===== config.mk =====
export PLATFORM = sky130hd
export DESIGN_NAME = run_length_pixel_decoder
export DESIGN_NICKNAME = d
export VERILOG_FILES = /design/src/sv/rlpd_pkg.sv /design/src/sv/rlpd_outq.sv /design/src/sv/run_length_pixel_decoder.sv
export SDC_FILE = /design/constraint.sdc
export NUM_CORES = 1
export LEC_CHECK = 0
export CAP_MARGIN = 15
export CORE_MARGIN = 5
export CORE_UTILIZATION = 58
export CTS_BUF_LIST = sky130_fd_sc_hd__clkbuf_16
export DETAILED_ROUTE_END_ITERATION = 10
export DONT_BUFFER_PORTS = 1
export GPL_ROUTABILITY_DRIVEN = 0
export PLACE_DENSITY = 0.74
export SETUP_SLACK_MARGIN = 0.02
export SLEW_MARGIN = 40
export SYNTH_ARGS = -nofsm -noshare
export SYNTH_HDL_FRONTEND = slang
export SYNTH_SLANG_ARGS = --single-unit

===== constraint.sdc =====
create_clock -name clk -period 6.6 [get_ports clk]
set_clock_uncertainty 0.05 [all_clocks]
set_input_delay 0 -clock clk [delete_from_list [all_inputs] [get_ports clk]]
set_output_delay 0 -clock clk [all_outputs]
set_load 0.005 [all_outputs]

===== src/sv/rlpd_pkg.sv =====
// Shared types, codes and sizes for the run-length pixel decoder.
package rlpd_pkg;

	localparam int unsigned TOTAL_W = 25;
	localparam int unsigned COUNT_W = 20;
	localparam logic [TOTAL_W-1:0] TOTAL_MAX = {TOTAL_W{1'b1}};

	localparam int unsigned OUTQ_DEPTH = 4;
	localparam int unsigned OUTQ_PTR_W = $clog2(OUTQ_DEPTH);
	localparam int unsigned OUTQ_CNT_W = $clog2(OUTQ_DEPTH + 1);

	localparam logic [3:0] CLS_LIT_SHORT  = 4'h0;
	localparam logic [3:0] CLS_LIT_MID    = 4'h1;
	localparam logic [3:0] CLS_LIT_LONG   = 4'h2;
	localparam logic [3:0] CLS_FILL_SHORT = 4'h8;
	localparam logic [3:0] CLS_FILL_MID   = 4'h9;
	localparam logic [3:0] CLS_FILL_LONG  = 4'ha;
	localparam logic [3:0] CLS_ZERO_SHORT = 4'hc;
	localparam logic [3:0] CLS_ZERO_MID   = 4'hd;
	localparam logic [3:0] CLS_ZERO_LONG  = 4'he;

	localparam logic [1:0] ST_EXACT     = 2'd0;
	localparam logic [1:0] ST_SHORT     = 2'd1;
	localparam logic [1:0] ST_LONG      = 2'd2;
	localparam logic [1:0] ST_MALFORMED = 2'd3;

	typedef enum logic [2:0] {
		PH_HEADER    = 3'd0,
		PH_VALUE     = 3'd1,
		PH_COUNT_TWO = 3'd2,
		PH_COUNT_ONE = 3'd3,
		PH_LITERAL   = 3'd4
	} phase_t;

	typedef struct packed {
		logic [7:0] data_byte;
		logic       last_byte;
	} src_item_t;

	typedef struct packed {
		logic [7:0]         pixel_value;
		logic [COUNT_W-1:0] run_length;
		logic               end_of_block;
		logic [1:0]         status;
		logic [TOTAL_W-1:0] total_length;
	} dst_item_t;

endpackage


===== src/sv/rlpd_outq.sv =====
// Result queue that takes up to two transactions per cycle and hands out one while dst_stall is low.
module rlpd_outq import rlpd_pkg::*; (
	input  logic      clk,
	input  logic      arst_n,
	input  logic [1:0] push_cnt,
	input  dst_item_t push_a,
	input  dst_item_t push_b,
	output logic      room_two,
	output logic      dst_valid,
	input  logic      dst_stall,
	output dst_item_t dst_item
);

	dst_item_t               mem_q [OUTQ_DEPTH];
	logic [OUTQ_PTR_W-1:0]   wr_ptr_q;
	logic [OUTQ_PTR_W-1:0]   rd_ptr_q;
	logic [OUTQ_CNT_W-1:0]   count_q;
	logic                    pop;
	logic [OUTQ_PTR_W-1:0]   wr_ptr_b;

	assign pop       = dst_valid & ~dst_stall;
	assign dst_valid = (count_q != '0);
	assign dst_item  = mem_q[rd_ptr_q];
	assign room_two  = (count_q <= OUTQ_CNT_W'(OUTQ_DEPTH - 2));
	assign wr_ptr_b  = wr_ptr_q + OUTQ_PTR_W'(1);

	always_ff @(posedge clk) begin
		if (push_cnt != 2'd0) begin
			mem_q[wr_ptr_q] <= push_a;
		end
		if (push_cnt == 2'd2) begin
			mem_q[wr_ptr_b] <= push_b;
		end
	end

	always_ff @(posedge clk or negedge arst_n) begin
		if (!arst_n) begin
			wr_ptr_q <= '0;
			rd_ptr_q <= '0;
			count_q  <= '0;
		end else begin
			wr_ptr_q <= wr_ptr_q + OUTQ_PTR_W'(push_cnt);
			if (pop) begin
				rd_ptr_q <= rd_ptr_q + OUTQ_PTR_W'(1);
			end
			count_q <= count_q + OUTQ_CNT_W'(push_cnt) - OUTQ_CNT_W'(pop);
		end
	end

`ifndef SYNTHESIS
	a_no_overflow: assert property (@(posedge clk) disable iff (!arst_n)
		count_q <= OUTQ_CNT_W'(OUTQ_DEPTH))
		else $error("result queue overflow");

	a_push_has_room: assert property (@(posedge clk) disable iff (!arst_n)
		(push_cnt != 2'd0) |-> room_two)
		else $error("push into a queue without room");

	a_count_tracks: assert property (@(posedge clk) disable iff (!arst_n)
		(push_cnt == 2'd0 && !pop) |=> $stable(count_q))
		else $error("queue count moved while idle");
`endif

endmodule


===== src/sv/run_length_pixel_decoder.sv =====
// Run-length pixel decoder: token parser, length totals and result queue.
// A byte accepted into the input register is decoded there and written into the result queue,
// which hands out one result per cycle while dst_stall is low. Throughput: one byte per cycle
// while the queue has room for two results; a byte that yields a run and the end summary pushes
// two results, and the four-entry result queue sets how long that burst can be absorbed.
// Reset clears the token state, the totals, the queue and expected_length to zero.
module run_length_pixel_decoder import rlpd_pkg::*; (
	input  logic               clk,
	input  logic               arst_n,
	input  logic               src_valid,
	output logic               src_stall,
	input  src_item_t          src_item,
	output logic               dst_valid,
	input  logic               dst_stall,
	output dst_item_t          dst_item,
	input  logic               cfg_we,
	input  logic [TOTAL_W-1:0] cfg_data
);

	src_item_t          item_s1;
	logic               vld_s1;
	logic               adv;
	logic [1:0]         push_cnt;
	logic               room_two;

	logic [TOTAL_W-1:0] expected_q;
	phase_t             phase_q;
	logic [3:0]         cls_q;
	logic [COUNT_W-1:0] acc_q;
	logic [COUNT_W-1:0] lit_rem_q;
	logic [7:0]         fill_q;
	logic [TOTAL_W-1:0] total_q;
	logic               malformed_q;

	phase_t             phase_d;
	logic [3:0]         cls_d;
	logic [COUNT_W-1:0] acc_d;
	logic [COUNT_W-1:0] lit_rem_d;
	logic [7:0]         fill_d;
	logic               fin;
	logic               bad;
	logic               run_v;
	logic [7:0]         run_val;
	logic [COUNT_W-1:0] run_cnt;
	logic               cls_is_lit;
	logic               cls_is_fill;

	logic [TOTAL_W:0]   sum_w;
	logic [TOTAL_W-1:0] total_d;
	logic               malformed_d;
	logic [1:0]         status_d;
	dst_item_t          run_item;
	dst_item_t          sum_item;
	dst_item_t          push_a;
	logic [7:0]         b;

	assign b         = item_s1.data_byte;
	assign adv       = vld_s1 & room_two;
	assign src_stall = vld_s1 & ~room_two;

	always_ff @(posedge clk) begin
		if (src_valid && !src_stall) begin
			item_s1 <= src_item;
		end
	end

	always_ff @(posedge clk or negedge arst_n) begin
		if (!arst_n) begin
			vld_s1 <= 1'b0;
		end else begin
			vld_s1 <= (src_valid & ~src_stall) | (vld_s1 & ~adv);
		end
	end

	assign cls_is_lit  = (cls_d <= CLS_LIT_LONG);
	assign cls_is_fill = (cls_d == CLS_FILL_SHORT) || (cls_d == CLS_FILL_MID) ||
		(cls_d == CLS_FILL_LONG);

	// Token datapath: count, class, fill value and the run a byte produces.
	always_comb begin
		cls_d     = cls_q;
		acc_d     = acc_q;
		lit_rem_d = lit_rem_q;
		fill_d    = fill_q;
		fin       = 1'b0;
		bad       = 1'b0;
		run_v     = 1'b0;
		run_val   = 8'd0;
		run_cnt   = '0;
		unique case (phase_q)
			PH_VALUE: begin
				fill_d = b;
				fin    = (cls_q != CLS_FILL_MID) && (cls_q != CLS_FILL_LONG);
			end
			PH_COUNT_TWO: begin
				acc_d = {acc_q[COUNT_W-9:0], b};
			end
			PH_COUNT_ONE: begin
				acc_d = {acc_q[COUNT_W-9:0], b};
				fin   = 1'b1;
			end
			PH_LITERAL: begin
				run_v     = 1'b1;
				run_val   = b;
				run_cnt   = COUNT_W'(1);
				lit_rem_d = lit_rem_q - COUNT_W'(1);
			end
			default: begin
				cls_d = b[7:4];
				acc_d = COUNT_W'(b[3:0]);
				unique case (b[7:4])
					CLS_LIT_SHORT, CLS_ZERO_SHORT: fin = 1'b1;
					CLS_LIT_MID, CLS_LIT_LONG, CLS_FILL_SHORT, CLS_FILL_MID,
					CLS_FILL_LONG, CLS_ZERO_MID, CLS_ZERO_LONG: fin = 1'b0;
					default: begin
						bad   = 1'b1;
						cls_d = 4'd0;
						acc_d = '0;
					end
				endcase
			end
		endcase
		if (fin) begin
			if (cls_is_lit) begin
				lit_rem_d = acc_d;
			end else if (acc_d != '0) begin
				run_v   = 1'b1;
				run_val = cls_is_fill ? fill_d : 8'd0;
				run_cnt = acc_d;
			end
		end
	end

	// Next token phase.
	always_comb begin
		phase_d = phase_q;
		if (fin) begin
			phase_d = (cls_is_lit && acc_d != '0) ? PH_LITERAL : PH_HEADER;
		end else begin
			unique case (phase_q)
				PH_VALUE:     phase_d = (cls_q == CLS_FILL_MID) ? PH_COUNT_ONE : PH_COUNT_TWO;
				PH_COUNT_TWO: phase_d = PH_COUNT_ONE;
				PH_COUNT_ONE: phase_d = PH_HEADER;
				PH_LITERAL:   phase_d = (lit_rem_d == '0) ? PH_HEADER : PH_LITERAL;
				default: begin
					unique case (b[7:4])
						CLS_FILL_SHORT, CLS_FILL_MID, CLS_FILL_LONG: phase_d = PH_VALUE;
						CLS_LIT_MID, CLS_ZERO_MID:                   phase_d = PH_COUNT_ONE;
						CLS_LIT_LONG, CLS_ZERO_LONG:                 phase_d = PH_COUNT_TWO;
						default:                                     phase_d = PH_HEADER;
					endcase
				end
			endcase
		end
	end

	assign sum_w   = {1'b0, total_q} + (TOTAL_W + 1)'(run_cnt);
	assign total_d = (run_v && sum_w >= {1'b0, TOTAL_MAX}) ? TOTAL_MAX :
		(run_v ? sum_w[TOTAL_W-1:0] : total_q);
	assign malformed_d = malformed_q | bad | (phase_d != PH_HEADER);

	always_comb begin
		priority if (malformed_d) begin
			status_d = ST_MALFORMED;
		end else if (total_d < expected_q) begin
			status_d = ST_SHORT;
		end else if (total_d > expected_q) begin
			status_d = ST_LONG;
		end else begin
			status_d = ST_EXACT;
		end
	end

	always_comb begin
		run_item.pixel_value  = run_val;
		run_item.run_length   = run_cnt;
		run_item.end_of_block = 1'b0;
		run_item.status       = ST_EXACT;
		run_item.total_length = total_d;
		sum_item.pixel_value  = 8'd0;
		sum_item.run_length   = '0;
		sum_item.end_of_block = 1'b1;
		sum_item.status       = status_d;
		sum_item.total_length = total_d;
	end

	assign push_a   = run_v ? run_item : sum_item;
	assign push_cnt = adv ? (2'(run_v) + 2'(item_s1.last_byte)) : 2'd0;

	always_ff @(posedge clk or negedge arst_n) begin
		if (!arst_n) begin
			expected_q  <= '0;
			phase_q     <= PH_HEADER;
			cls_q       <= '0;
			acc_q       <= '0;
			lit_rem_q   <= '0;
			fill_q      <= '0;
			total_q     <= '0;
			malformed_q <= 1'b0;
		end else begin
			if (cfg_we) begin
				expected_q <= cfg_data;
			end
			if (adv) begin
				if (item_s1.last_byte) begin
					phase_q     <= PH_HEADER;
					cls_q       <= '0;
					acc_q       <= '0;
					lit_rem_q   <= '0;
					fill_q      <= '0;
					total_q     <= '0;
					malformed_q <= 1'b0;
				end else begin
					phase_q     <= phase_d;
					cls_q       <= cls_d;
					acc_q       <= acc_d;
					lit_rem_q   <= lit_rem_d;
					fill_q      <= fill_d;
					total_q     <= total_d;
					malformed_q <= malformed_q | bad;
				end
			end
		end
	end

	rlpd_outq u_outq (
		.clk       (clk),
		.arst_n    (arst_n),
		.push_cnt  (push_cnt),
		.push_a    (push_a),
		.push_b    (sum_item),
		.room_two  (room_two),
		.dst_valid (dst_valid),
		.dst_stall (dst_stall),
		.dst_item  (dst_item)
	);

`ifndef SYNTHESIS
	a_literal_pending: assert property (@(posedge clk) disable iff (!arst_n)
		(phase_q == PH_LITERAL) |-> (lit_rem_q != '0))
		else $error("literal phase with nothing left");

	a_block_restart: assert property (@(posedge clk) disable iff (!arst_n)
		(adv && item_s1.last_byte) |=>
		(phase_q == PH_HEADER && total_q == '0 && !malformed_q))
		else $error("block state not cleared after summary");

	a_total_grows: assert property (@(posedge clk) disable iff (!arst_n)
		(adv && !item_s1.last_byte) |=> (total_q >= $past(total_q)))
		else $error("decoded total decreased within a block");

	a_run_nonzero: assert property (@(posedge clk) disable iff (!arst_n)
		run_v |-> (run_cnt != '0))
		else $error("run with zero count");
`endif

endmodule


==> results.py, run 1 <==
metrics = {
    "global_routing": {
        "grtUsageTotal": 0.307,
        "grt_pass1_vias": 14800,
        "antenna_found_initial": 0,
        "grt_pass1_wl_um": 82700,
        "gr-total-overflow": 0,
        "grt_start_max_net_pins": 115,
    },
    "setup_path": {
        "cp-end-kind": "register",
        "cp.required_ps": 6830,
        "reg2reg_slack_ps": 20,
        "crit_start": "phase_q[0]",
        "cp-start-kind": "register",
        "worstPathArrival_ps": 6810,
        "cp_max_fo": 10,
        "r2r_start": "phase_q[0]",
        "worstSetupPathType": "register to register",
    },
    "hold_path": {
        "hold_class": "input port to register",
        "min_from": "src_item[6]",
    },
    "synth": {
        "synth.top_cell.area_share": 0.200,
        "netlist-cell-type-count": 93,
        "synth_area_per_cell_um2": 10.7,
        "synth_largest_area_cell": "edfxtp_1",
        "synth-async-reset-ratio": 0.329,
        "synthCells": 1639,
        "synth_enable_flop_cells": 117,
        "synth_area_leaders": "edfxtp_1 (20%), dfrtp_1 (16%), dfxtp_1 (13%), mux4_2 (7.2%), a22o_1 (6.7%)",
        "synth_ff_type": "edfxtp_1",
        "yosysWarnings": 0,
        "synth_seq_cells": 347,
        "synthesis.area_um2": 17600,
        "syn_nets": 1731,
        "yosysSeqAreaShare": 0.494,
    },
    "sta": {
        "fmax_mhz": 152,
        "grt_setup_unrepaired": "yes",
        "hold_ws_ps": 30.0,
        "max_slew_margin": 0.478,
        "layout_min_cycle_time_ps": 6580,
        "period_share": 0.996,
        "hold_viol_final": 0,
        "tightest_slew_ps": 782,
        "final-setup-viol-count": 0,
        "drv_slew": 0,
    },
    "clock_tree": {
        "clock_tree.root_cell": "clkbuf_16",
        "clockBufferDepth": 3,
        "cts_made_buffers": 38,
        "clkTransAtPathRegs_ps": 60,
        "numClockSinks": 347,
        "clock_latency_ps": 540,
        "cts_tree": "yes",
        "h-tree-depth": 2,
    },
    "final_layout": {
        "syn2layout_area_growth_pct": 22.5,
        "drive_gt1_frac": 0.219,
        "antenna_cells": 0,
        "fill_cells": 1946,
        "final_common_cell": "buf_4",
        "mostFrequentLayoutCells": "buf_4 (192), nor2_1 (164), nand2_1 (140)",
        "final_util": 0.723,
        "nets": 1949,
    },
    "run": {
        "cap_violations": 0,
    },
    "place": {
        "hpwl_um": 34200,
        "port_buffers": 0,
    },
    "route": {
        "first_iter_violations": 2113,
        "first_pass_iters": 9,
        "drc": 0,
        "avgViaCountPerCell": 6.63,
        "ant_nets": 0,
        "vias": 15100,
        "wl_per_cell_um": 23.8,
        "wl_um": 54200,
    },
    "floorplan": {
        "core-area_um2": 29800,
        "rows": 63,
        "die_y_um": 184,
        "ioPinCount": 97,
        "initial_core_util": 0.590,
        "dieArea_um2": 33900,
        "die_w_um": 184,
    },
    "status": {
        "status": "finished, final reports clean",
    },
    "power_and_ir_drop": {
        "power_density_nw_per_um2": 431,
        "ir_worst_vdd_mv": 0.360,
        "p_leak_nw": 9.10,
    },
}
logic make-up (layout without fill, tap and decap cells):
group / Yosys count / in the layout / synth area share
xor gates and xnor gates: 30 / 30 / 0.0149
AOI/OAI and AO/OA: 457 / 457 / 0.188
DFF: 347 / 347 / 0.494
adders and majority gates: 54 / 54 / 0.0391
buffers and inverters: 180 / 427 / 0.0411
and+or+nand+nor: 493 / 494 / 0.136
muxes: 78 / 78 / 0.0863
critical path, cell delays in order, from the launching register on:
cell       delay (ps)
dfrtp_2           450
buf_4             180
and2_1            160
a32o_1            250
a32o_1            220
a211o_1           290
buf_4             150
o31ai_4           380
buf_4             190
nor2_1             50
ha_1              370
and4_4            200
a311oi_2          290
o22ai_2           140
and3_4            210
o21ai_4           110
buf_6             170
nand2_1            90
mux2i_2           220
inv_1             130
ha_1              320
o21ai_0           120
a21oi_1           200
o31ai_2           110
a2111oi_4         400
o21ai_2           130
or4_4             590
nor2b_1           150
routing by layer:
layer  track usage  share of wire  wire (um)  vias to the layer above
met3        0.0523          0.091       4910                      221
met4         0.129          0.050       2730                        0
met2         0.497           0.47      25500                      900
met5             0              0          0                        -
li1              -              -          -                     6556
met1         0.413           0.39      21000                     7415
cells in the mapped netlist (6+ instances only):
master,n
o21a_1,11
edfxtp_1,117
mux2i_1,11
dfrtp_1,114
buf_1,7
buf_2,16
a22oi_1,12
nor4bb_1,14
nand4_1,7
and3b_1,14
or2_2,9
ha_1,51
a21oi_1,51
o22ai_1,6
nand2b_1,17
a31oi_1,9
nor2b_1,6
and2_1,10
or3_1,7
dfxtp_1,116
a211o_1,9
o211ai_1,10
and3_1,12
o2bb2ai_1,7
a21o_1,19
nand2_1,141
a22o_1,135
nor3_1,29
nand3_1,12
mux4_2,56
a32o_1,7
xor2_1,18
clkbuf_1,77
xnor2_1,12
mux2i_2,9
nor2_1,177
o21ai_0,113
inv_1,73
a211oi_1,12
nor4_1,12
final timing paths:
kind / endpoint / depth (start not counted)
max: u_outq.mem_q[2][25] / 27
min: b[5] / 1
max reg2reg: u_outq.mem_q[2][25] / 27
min reg2reg: u_outq.mem_q[3][27] / 2
max in group asynchronous: u_outq.rd_ptr_q[0] / 2
min in group asynchronous: malformed_q / 2
registers in the layout, indices dropped and copies added, names as in the netlist:
name,cells
fill_q,8
phase_q,3
item_s1,1
u_outq.rd_ptr_q,2
u_outq.wr_ptr_q,2
u_outq.mem_q,224
acc_q,20
total_q,25
lit_rem_q,20
vld_s1,1
expected_q,25
u_outq.count_q,3
b,8
malformed_q,1
cls_q,4
report_power, final:
part / switching [mW] / total (mW) / internal (mW)
Sequential: 0.318 / 2.99 / 2.67
Clock: 0.869 / 1.97 / 1.10
Combinational: 2.62 / 4.31 / 1.69
Total: 3.80 / 9.27 / 5.47
timing repair:
item	CTS	global route
cloned	0	2
hold buffers	86	0
gates resized for setup	8	69
pin swaps	1	24
hold endpoints to repair	161	0
setup buffers	1	18
endpoints found under the setup margin	8	8
stage by stage:
stage | setup TNS (ps) | power [mW] | setup slack [ps] | instance area, um^2 | cells
detailed placement | -1310 | 6.94 | -210 | 19000 | 2100
CTS | 0 | 8.97 | 31.4 | 21100 | 2257
global placement | -229 | 6.80 | -63.7 | 19000 | 2098
floorplan | 0 | 5.57 | 36.8 | 17600 | 1639
finish | 0 | 9.27 | 24.6 | 21500 | 2277
global route | -350 | 9.71 | -65.7 | 21500 | 2277
cell type report:
class                   count  area, um^2  area share
clock inverters            30         150     0.00697
multi-input cells        1113        8530       0.396
well taps                 390         488      0.0227
repair buffers            283        2400       0.111
flip-flops and latches    347        8700       0.404
clock buffers              40        1000      0.0465
inverters                  74         278      0.0129
No activity file was read; power rests on OpenSTA's default activity.
==> run 2, diff against run 1 <==
Settings changed: ABC_AREA from default to 1, CORE_UTILIZATION 58 to 64, PLACE_DENSITY 0.74 to 0.78.
Clock period 6.6 ns to 6.63 ns, I/O delays scaled along.
==> run 2 against run 1 <==
  * Area after synthesis rose by 1.7%
  * Combinational power rose by 11%
  * Total power rose by 6.2%
  * Critical path type unchanged
  * Setup slack improved by 240 ps
  * First-iteration DRC count fell by 1.0%
  * Synthesized cell count rose by 39%
  * Wire length fell by 3.2%
  * Cell area fell by 4.0%
  * Final cell count rose by 21%
  * Die area fell by 7.4%
  * Critical endpoint is now u_outq.mem_q[0][26]
  * Largest power group unchanged
==> results.py, run 2 <==
metrics = {
    "global_routing": {
        "gr-total-overflow": 0,
        "antenna_found_initial": 0,
        "grtUsageTotal": 0.326,
        "grt_pass1_vias": 15700,
        "grt_start_max_net_pins": 115,
        "grt_pass1_wl_um": 82300,
    },
    "synth": {
        "synth_area_leaders": "edfxtp_1 (20%), dfrtp_1 (16%), dfxtp_1 (13%), nand2_1 (11%), o21ai_0 (8.6%)",
        "synth.top_cell.area_share": 0.196,
        "yosysSeqAreaShare": 0.486,
        "synth_area_per_cell_um2": 7.87,
        "synth_largest_area_cell": "edfxtp_1",
        "yosys-top-cells-count": "nand2_1 (504), nor2_1 (314), o21ai_0 (309), inv_1 (218), edfxtp_1 (117)",
        "synth_seq_cells": 347,
        "synth.most_common_cell": "nand2_1",
        "synthCells": 2273,
        "synth_ff_type": "edfxtp_1",
        "netlist-cell-type-count": 49,
        "synth-async-reset-ratio": 0.329,
        "yosysWarnings": 0,
        "synth_enable_flop_cells": 117,
        "synthesis.area_um2": 17900,
        "syn_nets": 2365,
    },
    "setup_path": {
        "cp-end-kind": "register",
        "cp_max_fo": 7,
        "rr_worst_depth": 45,
        "worstSetupPathType": "register to register",
        "crit_start": "phase_q[0]",
        "timing.rr.end": "u_outq.mem_q[0][26]",
        "r2r_start": "phase_q[0]",
        "cp.required_ps": 6870,
        "worstPathArrival_ps": 6600,
        "cp-start-kind": "register",
        "reg2reg_slack_ps": 270,
        "cp_slowest_stage_delay_ps": 470,
        "cpMaxStageDelayCell": "dfrtp_2",
        "cpMostUsedCell": "nand2_1",
    },
    "route": {
        "ant_nets": 0,
        "met1Wirelength_um": 20700,
        "wl_um": 52500,
        "vias": 16600,
        "drc": 0,
        "wl_per_cell_um": 19.1,
        "dr_wl_met2_um": 24200,
        "wl_met3_um": 5600,
        "avgViaCountPerCell": 6.04,
        "first_iter_violations": 2091,
        "first_pass_iters": 6,
        "routed.top_layer": "met4",
    },
    "sta": {
        "tightest_slew_ps": 844,
        "period_share": 0.960,
        "worst_slack_ps": 268,
        "final-setup-viol-count": 0,
        "hold_viol_final": 0,
        "layout_min_cycle_time_ps": 6360,
        "hold_ws_ps": 18.2,
        "fmax_mhz": 157,
        "drv_slew": 0,
        "max_slew_margin": 0.438,
    },
    "clock_tree": {
        "cts_tree": "yes",
        "h-tree-depth": 2,
        "clock_tree.root_cell": "clkbuf_16",
        "cts_made_buffers": 37,
        "clockBufferDepth": 3,
        "clkTransAtPathRegs_ps": 60,
        "numClockSinks": 347,
        "clock_latency_ps": 540,
    },
    "final_layout": {
        "final_util": 0.746,
        "antenna_cells": 0,
        "fill_cells": 2092,
        "fin_cells": 2754,
        "nets": 2440,
        "largest_reg_flops": 224,
        "mostFrequentLayoutCells": "nand2_1 (495), o21ai_0 (308), nor2_1 (305)",
        "final_common_cell": "nand2_1",
        "syn2layout_area_growth_pct": 15.5,
        "drive_gt1_frac": 0.0795,
        "top_regs": "u_outq.mem_q: 224 flops, expected_q: 25 flops, total_q: 25 flops",
        "regMostFlops": "u_outq.mem_q",
    },
    "floorplan": {
        "rows": 61,
        "core-area_um2": 27700,
        "initial_core_util": 0.646,
        "die_y_um": 177,
        "ioPinCount": 97,
        "dieArea_um2": 31400,
        "die_w_um": 177,
    },
    "status": {
        "status": "finished, final reports clean",
    },
    "run": {
        "cap_violations": 0,
    },
    "place": {
        "placed_cells": 2585,
        "port_buffers": 0,
        "dp_slack_ps": -78.4,
        "hpwl_um": 32800,
    },
    "power_and_ir_drop": {
        "p_leak_nw": 8.98,
        "ir_worst_vdd_mv": 0.280,
        "power_density_nw_per_um2": 477,
    },
    "hold_path": {
        "hold_class": "input port to async pin",
    },
}
-- run 2: where the power goes --
| group | total (mW) | switching (mW) | leakage (nW) | internal (mW) |
|---|---|---|---|---|
| clock | 2.06 | 0.869 | 0.629 | 1.19 |
| sequential | 3.00 | 0.272 | 3.54 | 2.73 |
| combinational | 4.79 | 3.36 | 4.81 | 1.43 |
-- run 2: logic make-up after synthesis --
group | count (synthesis) | synth area share
adder cells (fa/ha/maj) | 53 | 0.0379
multiplexers | 1 | 0.000629
AO/OA/AOI/OAI | 522 | 0.161
buffers and inverters | 339 | 0.0744
XOR/XNOR | 34 | 0.0166
flip-flops | 347 | 0.486
AND/OR/NAND/NOR | 977 | 0.224
-- run 2: area by class of cell --
class | count | area (um^2) | area share
repair buffers | 149 | 1370 | 0.0662
clock buffers | 39 | 976 | 0.0472
multi-input cells | 1588 | 8070 | 0.390
flip-flops and latches | 347 | 8690 | 0.421
well taps | 378 | 473 | 0.0229
clock inverters | 28 | 225 | 0.0109
inverters | 224 | 858 | 0.0415
repair inverters | 1 | 7.51 | 0.000363
-- run 2: critical path, delay by kind of cell, from the launching register on --
family | cells | cell delay [ps]
flops | 1 | 470
compound gates | 5 | 540
buf+inv | 7 | 870
fa+ha+maj | 3 | 850
simple gates | 30 | 3320
-- run 2: routing by layer --
metal  track usage  vias up
li1              -     7694
met1         0.449     7812
met2         0.524      945
met3        0.0630      173
met4         0.112        0
met5             0        -
-- run 2: how the worst max path moves through the flow --
stage | slack (ps) | endpoint | cells past startpoint
floorplan | 790 | u_outq.mem_q[0][26] | 43
global placement | -10 | u_outq.mem_q[3][26] | 34
detailed placement | -80 | u_outq.mem_q[0][26] | 41
CTS | 30 | u_outq.mem_q[0][26] | 43
global route | -40 | u_outq.mem_q[0][26] | 46
finish | 270 | u_outq.mem_q[0][26] | 45
-- run 2: what timing repair did --
action                                 4_1_cts  5_1_grt
resized for setup                            4       46
setup endpoints to repair                    4        8
pin swaps                                    0        8
hold buffers                                86        0
endpoints found under the hold margin      161        0
gates cloned                                 0        2
setup buffers                                0       14
-- run 2: through the flow --
step | cell area, um^2 | setup TNS (ps) | total power [mW]
6_report | 20700 | 0 | 9.85
5_1_grt | 20700 | -106 | 10.5
4_1_cts | 20400 | 0 | 9.58
3_5_place_dp | 18300 | -292 | 7.44
3_3_place_gp | 18300 | -19.5 | 7.31
2_1_floorplan | 17900 | 0 | 6.15
